**src/sv/rpf_pkg.sv**
```systemverilog
// Package with the item types, protocol characters and helpers of the packet framer.
`timescale 1ns / 1ps
`default_nettype none

package rpf_pkg;

    localparam int MaxChars = 6;
    localparam int CntW     = $clog2(MaxChars + 1);

    localparam logic [7:0] ChStart  = 8'h24;
    localparam logic [7:0] ChHash   = 8'h23;
    localparam logic [7:0] ChEsc    = 8'h7D;
    localparam logic [7:0] EscXor   = 8'h20;

    typedef struct packed {
        logic [7:0] payload_byte;
        logic       last_byte;
        logic       empty_packet;
    } t_in_item;

    typedef struct packed {
        logic [7:0] out_byte;
        logic       end_of_packet;
    } t_out_item;

    // Characters produced by one input item, first character in slot 0.
    typedef struct packed {
        logic [MaxChars-1:0][7:0] chars;
        logic [CntW-1:0]          count;
        logic                     closes;
    } t_char_list;

    function automatic logic [7:0] hex_digit(input logic [3:0] v);
        hex_digit = (v < 4'd10) ? {4'h3, v} : (8'h57 + {4'h0, v});
    endfunction

endpackage

`default_nettype wire

```
**src/sv/rpf_encode.sv**
```systemverilog
// Packet state and the encoder that turns one item into its framed characters.
`timescale 1ns / 1ps
`default_nettype none

module rpf_encode
    import rpf_pkg::*;
(
    input  wire logic       i_clk,
    input  wire logic       i_rst_n,
    input  wire logic       i_accept,
    input  wire t_in_item   i_item,
    output t_char_list      o_list
);

    logic       r_in_packet;
    logic [7:0] r_sum;
    logic       n_in_packet;
    logic [7:0] n_sum;

    logic [7:0]      base_sum;
    logic [7:0]      new_sum;
    logic [7:0]      trail_sum;
    logic            is_esc;
    logic            trailer;
    logic [CntW-1:0] k;

    always_comb begin
        base_sum  = r_in_packet ? r_sum : 8'h00;
        new_sum   = base_sum + i_item.payload_byte;
        trail_sum = i_item.empty_packet ? base_sum : new_sum;
        is_esc    = (i_item.payload_byte == ChStart) || (i_item.payload_byte == ChHash)
                 || (i_item.payload_byte == ChEsc);
        trailer   = i_item.empty_packet || i_item.last_byte;

        o_list = '0;
        k      = '0;
        if (!r_in_packet) begin
            o_list.chars[k] = ChStart;
            k = k + 1'b1;
        end
        if (!i_item.empty_packet) begin
            if (is_esc) begin
                o_list.chars[k] = ChEsc;
                k = k + 1'b1;
                o_list.chars[k] = i_item.payload_byte ^ EscXor;
                k = k + 1'b1;
            end else begin
                o_list.chars[k] = i_item.payload_byte;
                k = k + 1'b1;
            end
        end
        if (trailer) begin
            o_list.chars[k] = ChHash;
            k = k + 1'b1;
            o_list.chars[k] = hex_digit(trail_sum[7:4]);
            k = k + 1'b1;
            o_list.chars[k] = hex_digit(trail_sum[3:0]);
            k = k + 1'b1;
        end
        o_list.count  = k;
        o_list.closes = trailer;

        n_in_packet = r_in_packet;
        n_sum       = r_sum;
        if (i_accept) begin
            n_in_packet = !trailer;
            n_sum       = trailer ? 8'h00 : new_sum;
        end
    end

    always_ff @(posedge i_clk) begin
        if (!i_rst_n) begin
            r_in_packet <= 1'b0;
            r_sum       <= 8'h00;
        end else begin
            r_in_packet <= n_in_packet;
            r_sum       <= n_sum;
        end
    end

endmodule

`default_nettype wire

```
**src/sv/rpf_shifter.sv**
```systemverilog
// Output stage that holds the characters of one item and sends them one per cycle while the receiver is ready.
`timescale 1ns / 1ps
`default_nettype none

module rpf_shifter
    import rpf_pkg::*;
(
    input  wire logic       i_clk,
    input  wire logic       i_rst_n,
    input  wire logic       i_load,
    input  wire t_char_list i_list,
    output logic            o_can_load,
    output logic            o_valid,
    input  wire logic       i_ready,
    output t_out_item       o_item
);

    logic [MaxChars-1:0][7:0] r_chars;
    logic [CntW-1:0]          r_cnt;
    logic                     r_closes;
    logic [MaxChars-1:0][7:0] n_chars;
    logic [CntW-1:0]          n_cnt;
    logic                     n_closes;
    logic                     take;

    always_comb begin
        o_valid              = (r_cnt != '0);
        take                 = o_valid && i_ready;
        o_can_load           = (r_cnt == '0) || ((r_cnt == CntW'(1)) && i_ready);
        o_item.out_byte      = r_chars[0];
        o_item.end_of_packet = r_closes && (r_cnt == CntW'(1));

        n_chars  = r_chars;
        n_cnt    = r_cnt;
        n_closes = r_closes;
        if (i_load) begin
            n_chars  = i_list.chars;
            n_cnt    = i_list.count;
            n_closes = i_list.closes;
        end else if (take) begin
            n_chars = {8'h00, r_chars[MaxChars-1:1]};
            n_cnt   = r_cnt - 1'b1;
        end
    end

    always_ff @(posedge i_clk) begin
        if (!i_rst_n) begin
            r_cnt    <= '0;
            r_closes <= 1'b0;
        end else begin
            r_cnt    <= n_cnt;
            r_closes <= n_closes;
        end
        r_chars <= n_chars;
    end

    a_cnt_range: assert property (@(posedge i_clk) disable iff (!i_rst_n)
        r_cnt <= CntW'(MaxChars))
        else $error("character count out of range");

    a_load_when_free: assert property (@(posedge i_clk) disable iff (!i_rst_n)
        i_load |-> o_can_load)
        else $error("item loaded over unsent characters");

    a_drain_step: assert property (@(posedge i_clk) disable iff (!i_rst_n)
        (take && !i_load) |=> (r_cnt == $past(r_cnt) - 1'b1))
        else $error("character count did not step down on a send");

    a_load_count: assert property (@(posedge i_clk) disable iff (!i_rst_n)
        i_load |-> (i_list.count != '0))
        else $error("item produced no characters");

endmodule

`default_nettype wire

```
**src/sv/rsp_packet_framer.sv**
```systemverilog
// Top level of the remote serial protocol packet framer.
// Input channel: one payload byte per item with last_byte and empty_packet flags.
// The first item of a packet is preceded by '$'. The bytes '$', '#' and '}' go
// out as '}' followed by the byte XOR 0x20. A last byte, or an empty-packet
// request, closes the packet with '#' and two lower-case hex checksum digits;
// end_of_packet marks the low digit. The checksum is the byte sum mod 256.
// Output channel: one character per item, valid and ready on both sides.
// The first character of an item is valid the cycle after it is accepted. An
// item producing N characters (1 to 6) holds the output stage until its last
// character is taken, so plain bytes inside a packet flow at one item per cycle
// while the receiver is ready; escapes, the opening '$' and the trailer keep an
// item in the stage until all its characters are sent. The output stage takes the
// next item in the same cycle its last character is taken.
// Reset clears the packet state and empties the output stage; no packet is open.
// When the receiver stalls, the current character holds and the input channel
// accepts nothing until the output stage is empty or its final character is taken.
`timescale 1ns / 1ps
`default_nettype none

module rsp_packet_framer
    import rpf_pkg::*;
(
    input  wire logic     i_clk,
    input  wire logic     i_rst_n,
    input  wire logic     i_in_valid,
    output logic          o_in_ready,
    input  wire t_in_item i_in_data,
    output logic          o_out_valid,
    input  wire logic     i_out_ready,
    output t_out_item     o_out_data
);

    t_char_list list;
    logic       can_load;
    logic       accept;

    assign o_in_ready = can_load;
    assign accept     = i_in_valid && can_load;

    rpf_encode u_encode (
        .i_clk    (i_clk),
        .i_rst_n  (i_rst_n),
        .i_accept (accept),
        .i_item   (i_in_data),
        .o_list   (list)
    );

    rpf_shifter u_shifter (
        .i_clk      (i_clk),
        .i_rst_n    (i_rst_n),
        .i_load     (accept),
        .i_list     (list),
        .o_can_load (can_load),
        .o_valid    (o_out_valid),
        .i_ready    (i_out_ready),
        .o_item     (o_out_data)
    );

endmodule

`default_nettype wire

```
**config.mk**
```make
export PLATFORM = sky130hd
export DESIGN_NAME = rsp_packet_framer
export DESIGN_NICKNAME = d
export VERILOG_FILES = /design/src/sv/rpf_pkg.sv /design/src/sv/rpf_encode.sv /design/src/sv/rpf_shifter.sv /design/src/sv/rsp_packet_framer.sv
export SDC_FILE = /design/constraint.sdc
export NUM_CORES = 1
export LEC_CHECK = 0
export BUFFER_PORTS_ARGS = -buffer_cell sky130_fd_sc_hd__buf_2
export CAP_MARGIN = 10
export CORE_MARGIN = 2
export CORE_UTILIZATION = 57
export DETAILED_ROUTE_END_ITERATION = 16
export GPL_TIMING_DRIVEN = 0
export PLACE_DENSITY_LB_ADDON = 0.25
export SLEW_MARGIN = 10
export SYNTH_ARGS = -nofsm -noshare
export SYNTH_HDL_FRONTEND = slang
export SYNTH_HIERARCHICAL = 1
export SYNTH_SLANG_ARGS = --single-unit
export TNS_END_PERCENT = 100
```
**constraint.sdc**
```tcl
create_clock -name i_clk -period 4.5 [get_ports i_clk]
set_input_delay 0.45 -clock i_clk [delete_from_list [all_inputs] [get_ports i_clk]]
set_output_delay 0.45 -clock i_clk [all_outputs]
set_load 0.02 [all_outputs]
```
==> flow_summary.toml <==
[critical_path]
crit_chain = "buf_6 > buf_6 > and2_1 > ha_1 > inv_1 > fa_1 > nor2b_2 > o22ai_4 > and3b_1 > a2111o_1 > and2_1 > ha_1 > o21ai_0 > o221ai_1 > o221ai_1 > mux2_2"
critical_path.endpoint_type = "flip-flop"
r2r_slack_ns = 0.14
setup.worst_path.class = "reg -> reg"
slowest_stage = "sky130_fd_sc_hd__o221ai_1"
crit_family = "compound AO/OA/AOI/OAI gates"
cells_on_worst_reg2reg_path = 16
cp_max_fo = 12
worst_path_largest_cell_delay_ns = 0.48
worst_setup_path_start_kind = "flip-flop"
timing.critical_path.buf_inv = 3
timing.rr.start = "u_encode/r_in_packet$_SDFFE_PN0P_"
critPathRequiredTime_ns = 4.59
cp.arrival_ns = 4.45
worstReg2RegEnd = "u_shifter/r_chars[17]$_DFFE_PP_"

[sta]
rsz0062_at_grt = "no"
min_period_over_period = 0.969
slew-limit-headroom = 0.434
setup_viol = 0
layout_setup_ws_ns = 0.138
finalClockSkew_ns = 0.0149
max_slew.worst_pin.slew_ns = 0.839
max_freq_ghz = 0.229
final_max_slew_viols = 0
fin_crit_ns = 4.36
hold_viol_final = 0
fin_setup_tns_ns = 0

[place]
pre_cts_ws_ns = -0.494
placed_area_um2 = 5210
finalWeightedCongestion = 0.956
port_buffers = 24
placedCellCount = 641
detailedPlacementHpwl_mm = 9.58

[min_path]
timing.hold.worst.start = "i_rst_n"
hp-class = "in -> reg"
endpoint_worst_hold = "u_encode/r_sum[7]$_SDFFE_PN0P_"
timing.hold.worst_path_depth = 2

[cells_and_area]
postLayoutCoreUtil = 0.656
syn_to_final_growth_pct = 10.6
drive_above_1_share = 0.274
most_used_cells_in_the_layout_excluding_fill_and_tap_cells = "48 x sky130_fd_sc_hd__edfxtp_1, 41 x sky130_fd_sc_hd__mux2_2, 39 x sky130_fd_sc_hd__nand2_1"
final_non_filler_cell_total = 663
filler_cell_count = 673
final_design_area_no_fill_um2 = 5450
finish.net_count = 585
layout_commonest_cell = "sky130_fd_sc_hd__edfxtp_1"
n_antenna_cell = 0

[power_and_ir_drop]
switching_share = 0.351
internal_power_mw = 1.70
seqPwrFrac = 0.403
vdd_ir_drop_max_v = 0.000361
clock_power_share = 0.158
p_leak_nw = 2.12
comb_power_share = 0.439
power_per_cell_area_nw_per_um2 = 480
netSwitchingPower_mw = 0.919

[yosys]
synthesis_warning_total = 6
yosys_most_used_dff = "sky130_fd_sc_hd__edfxtp_1"
synth_edf_count = 48
yosys.cell_types.count = 91
syn-instance-count = 508
seq_total_area_yosys = 0.346
synth_area_per_cell_um2 = 9.69
post_synth_instance_area_um2 = 4920
postSynthRegisterBits = 61
async_set_or_reset_flop_fraction_in_the_synthesized_netlist = 0

[route]
routed_via_density = 6.41
drc_errors = 0
antenna_left = 0
number_of_iterations_in_the_first_detailed_routing_pass = 5
avgRoutedWirePerCell_um = 19.3
drt-initial-drc-count = 329
wirelength_mm = 12.8
vias_after_detailed_routing = 4247

[cts]
cts_clk_pin_slew_worst_paths_ns = 0.08
cts_tree = "done"
root_buffer = "sky130_fd_sc_hd__clkbuf_8"
cts_buffer_depth = 2
post_cts_hold_buffer_count = 0
worstSkewPairLatency_ns = 0.35
cts_num_sinks = 61
clock_tree.htree_level_count = 3
tritoncts.num_buffers = 9

[flow_run]
cap_viol_max_count = 0

[floorplanning]
core_area_um2 = 8300
io_pins = 25
start_util = 0.593
die_width_um = 96.9
fp.dieArea_um2 = 9400
rows = 33
die_height_um = 96.9

[grt]
globalRouteOverflowTotal = 0
antenna_violations_before_repair = 0
grtUsageTotal = 0.277
grt_pass1_vias = 4047
grt_max_degree = 40
grt_first_pass_wirelength_mm = 20.5

[run_status]
status = "finished clean"
==> cell type report <==
| cell class | instances | area [µm²] | share of cell area |
|---|---|---|---|
| clock buffers | 11 | 131 | 0.0241 |
| inverters | 28 | 105 | 0.0193 |
| repair buffers | 32 | 193 | 0.0354 |
| multi-input cells | 383 | 2900 | 0.532 |
| flip-flops and latches | 61 | 1700 | 0.312 |
| plain buffers | 38 | 260 | 0.0478 |
| well taps | 105 | 131 | 0.0241 |
| clock inverters | 5 | 27.5 | 0.00506 |
==> cells in the mapped netlist, types with 6 or more instances <==
cell,instances,area share
sky130_fd_sc_hd__edfxtp_1,48,0.29
sky130_fd_sc_hd__mux2_2,41,0.094
sky130_fd_sc_hd__nand2_1,40,0.030
sky130_fd_sc_hd__nor2_1,34,0.026
sky130_fd_sc_hd__inv_1,28,0.021
sky130_fd_sc_hd__o21ai_0,26,0.026
sky130_fd_sc_hd__a21oi_1,21,0.021
sky130_fd_sc_hd__and2_1,21,0.027
sky130_fd_sc_hd__nand3_1,20,0.020
sky130_fd_sc_hd__ha_1,17,0.043
sky130_fd_sc_hd__buf_4,15,0.023
sky130_fd_sc_hd__dfxtp_1,13,0.053
sky130_fd_sc_hd__o22ai_1,11,0.014
sky130_fd_sc_hd__buf_2,9,0.0091
sky130_fd_sc_hd__clkbuf_1,8,0.0061
sky130_fd_sc_hd__nor2b_1,8,0.010
sky130_fd_sc_hd__o221ai_1,8,0.014
sky130_fd_sc_hd__a21o_1,7,0.011
sky130_fd_sc_hd__and3_1,6,0.0076
==> sequential cells by signal, summed over array words and instances, names as in the netlist <==
name	cells
u_encode/r_sum	8
u_shifter/o_item	8
u_encode/r_in_packet	1
u_shifter/r_closes	1
u_shifter/r_chars	40
u_shifter/r_cnt	3
==> stage by stage <==
stage | power, mW | hold WS, ns
after floorplan | 1.90 | 0.450
after global placement | 2.13 | 0.460
after detailed placement | 2.19 | 0.471
after CTS | 2.61 | 0.434
after global routing | 2.76 | 0.465
final | 2.61 | 0.456
==> cell families (layout without fill, tap and decap cells) <==
family                   Yosys count  count (layout)  synth area share
flip-flops                        61              61             0.346
multiplexers                      47              47             0.107
AND/OR/NAND/NOR                  166             166             0.184
XOR/XNOR                           8               8            0.0173
adder cells (fa/ha/maj)           18              18            0.0473
AO/OA/AOI/OAI                    140             140             0.226
other                              1               4          0.000762
buffers and inverters             67             114            0.0724
==> layer usage <==
metal | routed length (µm) | GRT usage | vias up
met2 | 5870 | 0.432 | 223
met1 | 5450 | 0.372 | 2001
met4 | 450 | 0.124 | 0
li1 | - | - | 1981
met5 | 0 | 0 | -
met3 | 1030 | 0.0578 | 42
==> worst max path at each step <==
stage,endpoint,start,cells after the start
CTS,u_shifter/r_chars[10]$_DFFE_PP_,u_encode/r_in_packet$_SDFFE_PN0P_,19
floorplan,u_shifter/r_chars[10]$_DFFE_PP_,u_encode/r_in_packet$_SDFFE_PN0P_,20
global route,u_shifter/r_chars[34]$_DFFE_PP_,u_encode/r_in_packet$_SDFFE_PN0P_,20
global placement,u_shifter/r_chars[10]$_DFFE_PP_,u_encode/r_in_packet$_SDFFE_PN0P_,20
finish,u_shifter/r_chars[17]$_DFFE_PP_,u_encode/r_in_packet$_SDFFE_PN0P_,16
detailed placement,u_shifter/r_chars[10]$_DFFE_PP_,u_encode/r_in_packet$_SDFFE_PN0P_,19
==> what timing repair did <==
| item | 4_1_cts | 5_1_grt |
|---|---|---|
| setup endpoints to repair | 11 | 7 |
| buffers inserted | 0 | 7 |
| resized for setup | 5 | 4 |
==> power groups by stage <==
stage / logic, mW / clock network, mW / registers [mW]
finish: 1.15 / 0.413 / 1.05
global route: 1.24 / 0.445 / 1.08
CTS: 1.13 / 0.424 / 1.06
detailed placement: 1.12 / 0 / 1.07
global placement: 1.06 / 0 / 1.07
floorplan: 0.852 / 0 / 1.05
Power figures use the tool's default switching activity.
